### src/hbf_pkg.sv
// Shared types, constants and saturation helpers for the harmonic bond force accumulator.
package hbf_pkg;

   localparam int ACT_W  = 2;
   localparam int ATOM_W = 12;
   localparam int POS_W  = 32;
   localparam int ACC_W  = 48;
   localparam int PROD_W = 64;
   localparam int ITER_W = 6;

   localparam logic [ITER_W-1:0] SQRT_STEPS = ITER_W'(32);
   localparam logic [ITER_W-1:0] DIV_STEPS  = ITER_W'(48);

   localparam logic signed [PROD_W-1:0] ONE_Q16 = PROD_W'(65536);
   localparam logic signed [31:0] MAX32 = 32'sh7FFF_FFFF;
   localparam logic signed [31:0] MIN32 = 32'sh8000_0000;
   localparam logic signed [ACC_W-1:0] MAX48 = 48'sh7FFF_FFFF_FFFF;
   localparam logic signed [ACC_W-1:0] MIN48 = 48'sh8000_0000_0000;

   typedef enum logic [ACT_W-1:0] {
      ACT_APPLY = 2'd0,
      ACT_READ  = 2'd1,
      ACT_CLEAR = 2'd2
   } action_type;

   typedef enum logic [4:0] {
      ST_INIT, ST_IDLE,
      ST_MUL_X, ST_MUL_Y, ST_MUL_Z, ST_SUM, ST_CHK,
      ST_SQRT, ST_DIV_INIT, ST_DIV,
      ST_T_CAP, ST_MUL_RK, ST_S_CAP, ST_MUL_FX, ST_MUL_FY, ST_MUL_FZ, ST_F_CAP,
      ST_WR_I, ST_RD_J, ST_WR_J,
      ST_RD, ST_CLR, ST_DONE
   } state_type;

   typedef enum logic [2:0] {
      MUL_DX, MUL_DY, MUL_DZ, MUL_RK, MUL_FX, MUL_FY, MUL_FZ
   } mul_sel_type;

   typedef enum logic [1:0] {
      WR_SWEEP, WR_CLR_I, WR_ADD_I, WR_SUB_J
   } wr_sel_type;

   typedef struct packed {
      logic signed [ACC_W-1:0] x;
      logic signed [ACC_W-1:0] y;
      logic signed [ACC_W-1:0] z;
   } force_vec_type;

   typedef struct packed {
      logic        load;
      logic        mul_en;
      mul_sel_type mul_sel;
      logic        rsq_load;
      logic        rsq_add;
      logic        sqrt_init;
      logic        sqrt_step;
      logic        div_init;
      logic        div_step;
      logic        t_load;
      logic        s_load;
      logic        fx_load;
      logic        fy_load;
      logic        fz_load;
      logic        mem_rd;
      logic        rd_j;
      logic        mem_wr;
      wr_sel_type  wr_sel;
      logic        sweep_step;
      logic        rsp_load;
   } ctrl_cmd_type;

   typedef struct packed {
      logic rsq_zero;
      logic iter_last;
      logic sweep_last;
      logic slot_free;
   } dp_status_type;

   function automatic logic signed [31:0] sat32(input logic signed [PROD_W-1:0] v);
      if (v > PROD_W'(MAX32)) return MAX32;
      if (v < PROD_W'(MIN32)) return MIN32;
      return v[31:0];
   endfunction

   function automatic logic signed [ACC_W-1:0] sat_add48(input logic signed [ACC_W-1:0] a,
                                                         input logic signed [ACC_W-1:0] b);
      logic signed [ACC_W:0] sum;
      sum = (ACC_W+1)'(a) + (ACC_W+1)'(b);
      if (sum[ACC_W] != sum[ACC_W-1]) return sum[ACC_W] ? MIN48 : MAX48;
      return sum[ACC_W-1:0];
   endfunction

endpackage

### src/hbf_ctrl.sv
// Sequencer for apply, read and clear actions and the post-reset clearing sweep.
module hbf_ctrl (
   input  logic                  clock,
   input  logic                  reset,
   input  logic                  req_valid,
   input  logic [1:0]            req_action,
   output logic                  req_ready,
   input  hbf_pkg::dp_status_type status,
   output hbf_pkg::ctrl_cmd_type  cmd
);
   import hbf_pkg::*;

   state_type state_ff, state_in;

   always_ff @(posedge clock) begin
      if (reset) begin
         state_ff <= ST_INIT;
      end else begin
         state_ff <= state_in;
      end
   end

   always_comb begin
      state_in  = state_ff;
      cmd       = '0;
      cmd.mul_sel = MUL_DX;
      cmd.wr_sel  = WR_SWEEP;
      req_ready = 1'b0;
      unique case (state_ff)
         ST_INIT: begin
            cmd.mem_wr     = 1'b1;
            cmd.wr_sel     = WR_SWEEP;
            cmd.sweep_step = 1'b1;
            if (status.sweep_last) state_in = ST_IDLE;
         end
         ST_IDLE: begin
            req_ready = 1'b1;
            if (req_valid) begin
               cmd.load = 1'b1;
               if (req_action == ACT_APPLY)      state_in = ST_MUL_X;
               else if (req_action == ACT_READ)  state_in = ST_RD;
               else if (req_action == ACT_CLEAR) state_in = ST_CLR;
               else                              state_in = ST_DONE;
            end
         end
         ST_MUL_X: begin
            cmd.mul_en = 1'b1; cmd.mul_sel = MUL_DX;
            state_in = ST_MUL_Y;
         end
         ST_MUL_Y: begin
            cmd.rsq_load = 1'b1;
            cmd.mul_en = 1'b1; cmd.mul_sel = MUL_DY;
            state_in = ST_MUL_Z;
         end
         ST_MUL_Z: begin
            cmd.rsq_add = 1'b1;
            cmd.mul_en = 1'b1; cmd.mul_sel = MUL_DZ;
            state_in = ST_SUM;
         end
         ST_SUM: begin
            cmd.rsq_add = 1'b1;
            state_in = ST_CHK;
         end
         ST_CHK: begin
            cmd.sqrt_init = 1'b1;
            state_in = status.rsq_zero ? ST_DONE : ST_SQRT;
         end
         ST_SQRT: begin
            cmd.sqrt_step = 1'b1;
            if (status.iter_last) state_in = ST_DIV_INIT;
         end
         ST_DIV_INIT: begin
            cmd.div_init = 1'b1;
            state_in = ST_DIV;
         end
         ST_DIV: begin
            cmd.div_step = 1'b1;
            if (status.iter_last) state_in = ST_T_CAP;
         end
         ST_T_CAP: begin
            cmd.t_load = 1'b1;
            state_in = ST_MUL_RK;
         end
         ST_MUL_RK: begin
            cmd.mul_en = 1'b1; cmd.mul_sel = MUL_RK;
            state_in = ST_S_CAP;
         end
         ST_S_CAP: begin
            cmd.s_load = 1'b1;
            state_in = ST_MUL_FX;
         end
         ST_MUL_FX: begin
            cmd.mul_en = 1'b1; cmd.mul_sel = MUL_FX;
            state_in = ST_MUL_FY;
         end
         ST_MUL_FY: begin
            cmd.fx_load = 1'b1;
            cmd.mul_en = 1'b1; cmd.mul_sel = MUL_FY;
            state_in = ST_MUL_FZ;
         end
         ST_MUL_FZ: begin
            cmd.fy_load = 1'b1;
            cmd.mul_en = 1'b1; cmd.mul_sel = MUL_FZ;
            state_in = ST_F_CAP;
         end
         ST_F_CAP: begin
            cmd.fz_load = 1'b1;
            cmd.mem_rd  = 1'b1;
            state_in = ST_WR_I;
         end
         ST_WR_I: begin
            cmd.mem_wr = 1'b1; cmd.wr_sel = WR_ADD_I;
            state_in = ST_RD_J;
         end
         ST_RD_J: begin
            // read of j follows the write of i, so i == j sees the updated entry
            cmd.mem_rd = 1'b1; cmd.rd_j = 1'b1;
            state_in = ST_WR_J;
         end
         ST_WR_J: begin
            cmd.mem_wr = 1'b1; cmd.wr_sel = WR_SUB_J;
            state_in = ST_DONE;
         end
         ST_RD: begin
            cmd.mem_rd = 1'b1;
            state_in = ST_DONE;
         end
         ST_CLR: begin
            cmd.mem_wr = 1'b1; cmd.wr_sel = WR_CLR_I;
            state_in = ST_DONE;
         end
         ST_DONE: begin
            if (status.slot_free) begin
               cmd.rsp_load = 1'b1;
               state_in = ST_IDLE;
            end
         end
         default: state_in = ST_IDLE;
      endcase
   end

endmodule

### config.mk
export PLATFORM = sky130hd
export DESIGN_NAME = hbf_ctrl
export DESIGN_NICKNAME = d
export VERILOG_FILES = /design/src/hbf_pkg.sv /design/src/hbf_ctrl.sv
export SDC_FILE = /design/constraint.sdc
export NUM_CORES = 1
export LEC_CHECK = 0
export ABC_AREA = 1
export BUFFER_PORTS_ARGS = -buffer_cell sky130_fd_sc_hd__buf_2
export CELL_PAD_IN_SITES_DETAIL_PLACEMENT = 1
export CELL_PAD_IN_SITES_GLOBAL_PLACEMENT = 2
export CORE_MARGIN = 3
export CORE_UTILIZATION = 24
export CTS_BUF_LIST = sky130_fd_sc_hd__clkbuf_4 sky130_fd_sc_hd__clkbuf_8
export DETAILED_ROUTE_END_ITERATION = 10
export GPL_TIMING_DRIVEN = 0
export MAX_ROUTING_LAYER = met4
export PLACE_DENSITY_LB_ADDON = 0.3
export SETUP_SLACK_MARGIN = 0.05
export SLEW_MARGIN = 20
export SYNTH_ARGS = -nofsm -noshare
export SYNTH_HDL_FRONTEND = slang
export SYNTH_SLANG_ARGS = --single-unit
### constraint.sdc
create_clock -name clock -period 1.8 [get_ports clock]
set_input_delay 0.18 -clock clock [delete_from_list [all_inputs] [get_ports clock]]
set_output_delay 0.18 -clock clock [all_outputs]
set_load 0.01 [all_outputs]
=== Word-level counts from Yosys, hierarchy flattened ===
Cells that the tools add are included.

* Bits of input ports: 9
* Register bits after elaboration: 5

* Eq/ne operators: 29
* Reductions and logical operators: 6
* Multiplexer cells: 31

{| class="wikitable"
|+ Operator list
! operator !! count
|-
| $pmux 5 s21 || 1
|-
| $eq 5x4->1 const B || 8
|-
| $mux 5 || 8
|-
| $eq 5x5->1 const B || 7
|-
| $pmux 4 s7 || 1
|-
| $eq 5x3->1 const B || 4
|-
| $mux 1 || 19
|-
| $pmux 3 s4 || 1
|-
| $eq 5x2->1 const B || 2
|-
| $ne 2x2->1 const B || 5
|-
| $reduce_or 3->1 || 2
|-
| $eq 5x1->1 const B || 1
|-
| $logic_not 5->1 || 1
|-
| $reduce_and 5->1 || 1
|-
| $eq 2x1->1 const B || 1
|-
| $eq 2x2->1 const B || 1
|-
| $logic_not 2->1 || 1
|-
| $mux 2 || 1
|-
| $reduce_or 2->1 || 1
|}

=== Depth between registers and ports, before layout ===
* Word-level depth: 6
* Mapped depth: 10

=== Least setup slack after synthesis ===
OpenSTA, ideal clock, no wires.

* Path kind: register -> output
* Start point: register state_ff[1]
* End point: output port cmd[21] (netlist name)
* Data required time: 1.620 ns
* Data arrival time: 1.380 ns
* Path buffers: 0
* Cell stages (with the launch flop): 7
* Slack: 0.240 ns
* Cell sequence: dfxtp_1 nand2_2 nor2_4 inv_1 o21ai_0 nor2_1 nand3b_1

{| class="wikitable"
|+ RTL lines
! what !! line !! RTL
|-
| start: declaration || hbf_ctrl.sv:13 || <nowiki>state_type state_ff, state_in;</nowiki>
|-
| start signal: assignment || hbf_ctrl.sv:19 || <nowiki>state_ff <= state_in;</nowiki>
|-
| end: declaration || hbf_ctrl.sv:9 || <nowiki>output hbf_pkg::ctrl_cmd_type cmd</nowiki>
|}

==> results.toml <==
[die]
die_y_um = 64.8
coreArea_mm2 = 0.00318
rows = 20
initial_core_util = 0.261
die-width_um = 64.8
io_pins = 33
die-area_mm2 = 0.00420

[routing]
viasPerCell = 4.46
ant_nets = 0
wirelength_mm = 2.82
avgRoutedWirePerCell_um = 12.6
drc_errors = 0
via_count = 1000
dr.pass1.iters = 2
initialDrtViolationCount = 33

[cts]
cts_hold_buf = 0
cts_inserted_buffers = 3
cts-root-buf = "clkbuf_4"
cts_tree = "done"
clock_latency_ps = 250
htree_levels = 1
cts_max_path_buffers = 2
clkSlewWorstSetupHoldPaths_ps = 50
clock_sinks = 5

[pwr]
p_comb_frac = 0.759
power_mw = 1.66
switchingPower_uw = 962
max-vdd-ir-drop_mv = 0.592
cellPowerDensity_mw_per_mm2 = 1470
clkPwrFrac = 0.089
power.leakage_nw = 0.697
power_frac_seq = 0.152
swShare = 0.579
intPower_uw = 699

[setup_path]
critPathTopFamily = "simple AND/OR/NAND/NOR gates"
cpMostUsedCell = "nand2_1"
max_stage_delay_ps = 410
required_ps = 1620
critPathArrivalTime_ps = 1480
slowest_stage = "dfxtp_4"
crit_fanout = 5
critPathBufInv = 2
crit_chain = "inv_2, nand2_1, nor2_4, nand2_1, nand2_2, or2_2, buf_2"
path_class = "flip-flop to output pin"
startpoint_type = "flip-flop"
crit_path_end_kind = "output pin"

[placed_design]
dpl_worst_slack_ps = 13.0
dpl-instance-area_mm2 = 0.00105
dpl.hpwl_mm = 2.41
gp_congestion = 0.855
port_buffers = 32
dp.cells = 218

[sta]
fin_crit_ps = 1660
max_clock_freq_mhz = 602
setup_viol = 0
final_hold_viol_count = 0
slew_viol_final = 0
rsz0062_at_grt = "yes"
worst_pin_slew_ps = 323
setup_ws_ps = 139
finClkSkew_ps = 4.72
holdWs_ps = 146
fin_setup_tns_ps = 0
post-route-period-util = 0.923
slew_headroom = 0.784

[global_routing]
grtUsageTotal = 0.150
grt_overflow = 0
grt_max_degree = 9
grt_pass1_wl_mm = 4.86
grt_pass1_vias = 1018
antenna_found_initial = 0

[final_layout]
synthToLayoutAreaGrowth_pct = 35.5
stdcell_area_mm2 = 0.00113
insertedDiodeCount = 0
largest_registers = "state_ff (5)"
drive_gt1_frac = 0.433
largest-register = "state_ff"
largest_reg_flops = 5
finish.utilization = 0.354
final_cells = 224
nets = 192

[synth]
synthArstFlopShare = 0
synth_cell_type_count = 28
seq_area_frac_synth = 0.120
synth_warnings = 0
synth_flop_cell = "dfxtp_1"
synth_area_per_cell_um2 = 5.85
synthesis.nets = 153
ys_ff_latch = 5
netlist_instances = 142
synth-edff-count = 0
synthesis.area_um2 = 831

[worst_hold_path]
hp-class = "input pin to flip-flop"

[flow_run]
max_cap_violations = 0

[outcome]
status = "completed"
==> cells in the mapped netlist, types with 3 or more instances <==
| master | number | area, um2 |
|---|---|---|
| dfxtp_1 | 5 | 100 |
| inv_1 | 22 | 82.6 |
| inv_2 | 4 | 15.0 |
| nand2_1 | 35 | 131 |
| nand2_2 | 5 | 31.3 |
| nand3_1 | 10 | 50.1 |
| nor2_1 | 25 | 93.8 |
| nor2_2 | 3 | 18.8 |
| nor2_4 | 5 | 56.3 |
| o21ai_0 | 4 | 20.0 |
==> placed cells by master, fill, tap and decap left out, drive strengths merged <==
cell type  instances
or2                2
inv               26
o21ai              6
clkbuf             4
nor3               1
o2111ai            1
nand3             13
nand3b             2
nand4              1
nor2              34
dfxtp              5
o22ai              1
a21oi              5
ha                 2
buf               35
nand2             42
==> metal layers <==
layer | vias to the layer above | GRT usage | routed length, um | share of wire
li1 | 518 | - | - | -
met1 | 460 | 0.198 | 1360 | 0.48
met2 | 20 | 0.246 | 1340 | 0.47
met3 | 2 | 0.0121 | 94 | 0.033
met4 | 0 | 0.0396 | 24 | 0.0085
met5 | - | - | 0 | 0
==> logic make-up after synthesis <==
logic type	share of synthesized area
compound gates	0.111
fa+ha+maj	0.0301
buf+inv	0.127
flops	0.120
simple gates	0.611
==> worst paths after layout <==
kind	from	end	slack (ps)	cells after the start
worst max-delay path	state_ff[1]$_SDFFE_PP0P_	cmd[20]	140	7
worst min register to register	state_ff[2]$_SDFFE_PP0P_	state_ff[1]$_SDFFE_PP0P_	550	2
worst min-delay path	reset	state_ff[1]$_SDFFE_PP0P_	150	2
worst max register to register	state_ff[2]$_SDFFE_PP0P_	state_ff[0]$_SDFFE_PP0P_	320	9
==> power by group through the flow <==
stage | Combinational [mW] | Clock [mW] | Sequential, mW
6_report | 1.26 | 0.147 | 0.252
2_1_floorplan | 0.855 | 0 | 0.219
4_1_cts | 1.21 | 0.153 | 0.252
3_5_place_dp | 1.19 | 0 | 0.243
5_1_grt | 1.42 | 0.156 | 0.263
3_3_place_gp | 1.19 | 0 | 0.241
==> repair_timing <==
| action | CTS | global route |
|---|---|---|
| setup buffers | 0 | 2 |
| setup endpoints to repair | 4 | 10 |
| resized for setup | 6 | 10 |
==> cell type report <==
cell class / count / area, um2
plain buffers: 1 / 7.51
well taps: 44 / 55.1
multi-input cells: 110 / 651
clock buffers: 4 / 30.0
flip-flops and latches: 5 / 110
repair buffers: 34 / 175
fillers: 454 / 2050
inverters: 26 / 97.6
No activity file was read; power rests on OpenSTA's default activity.
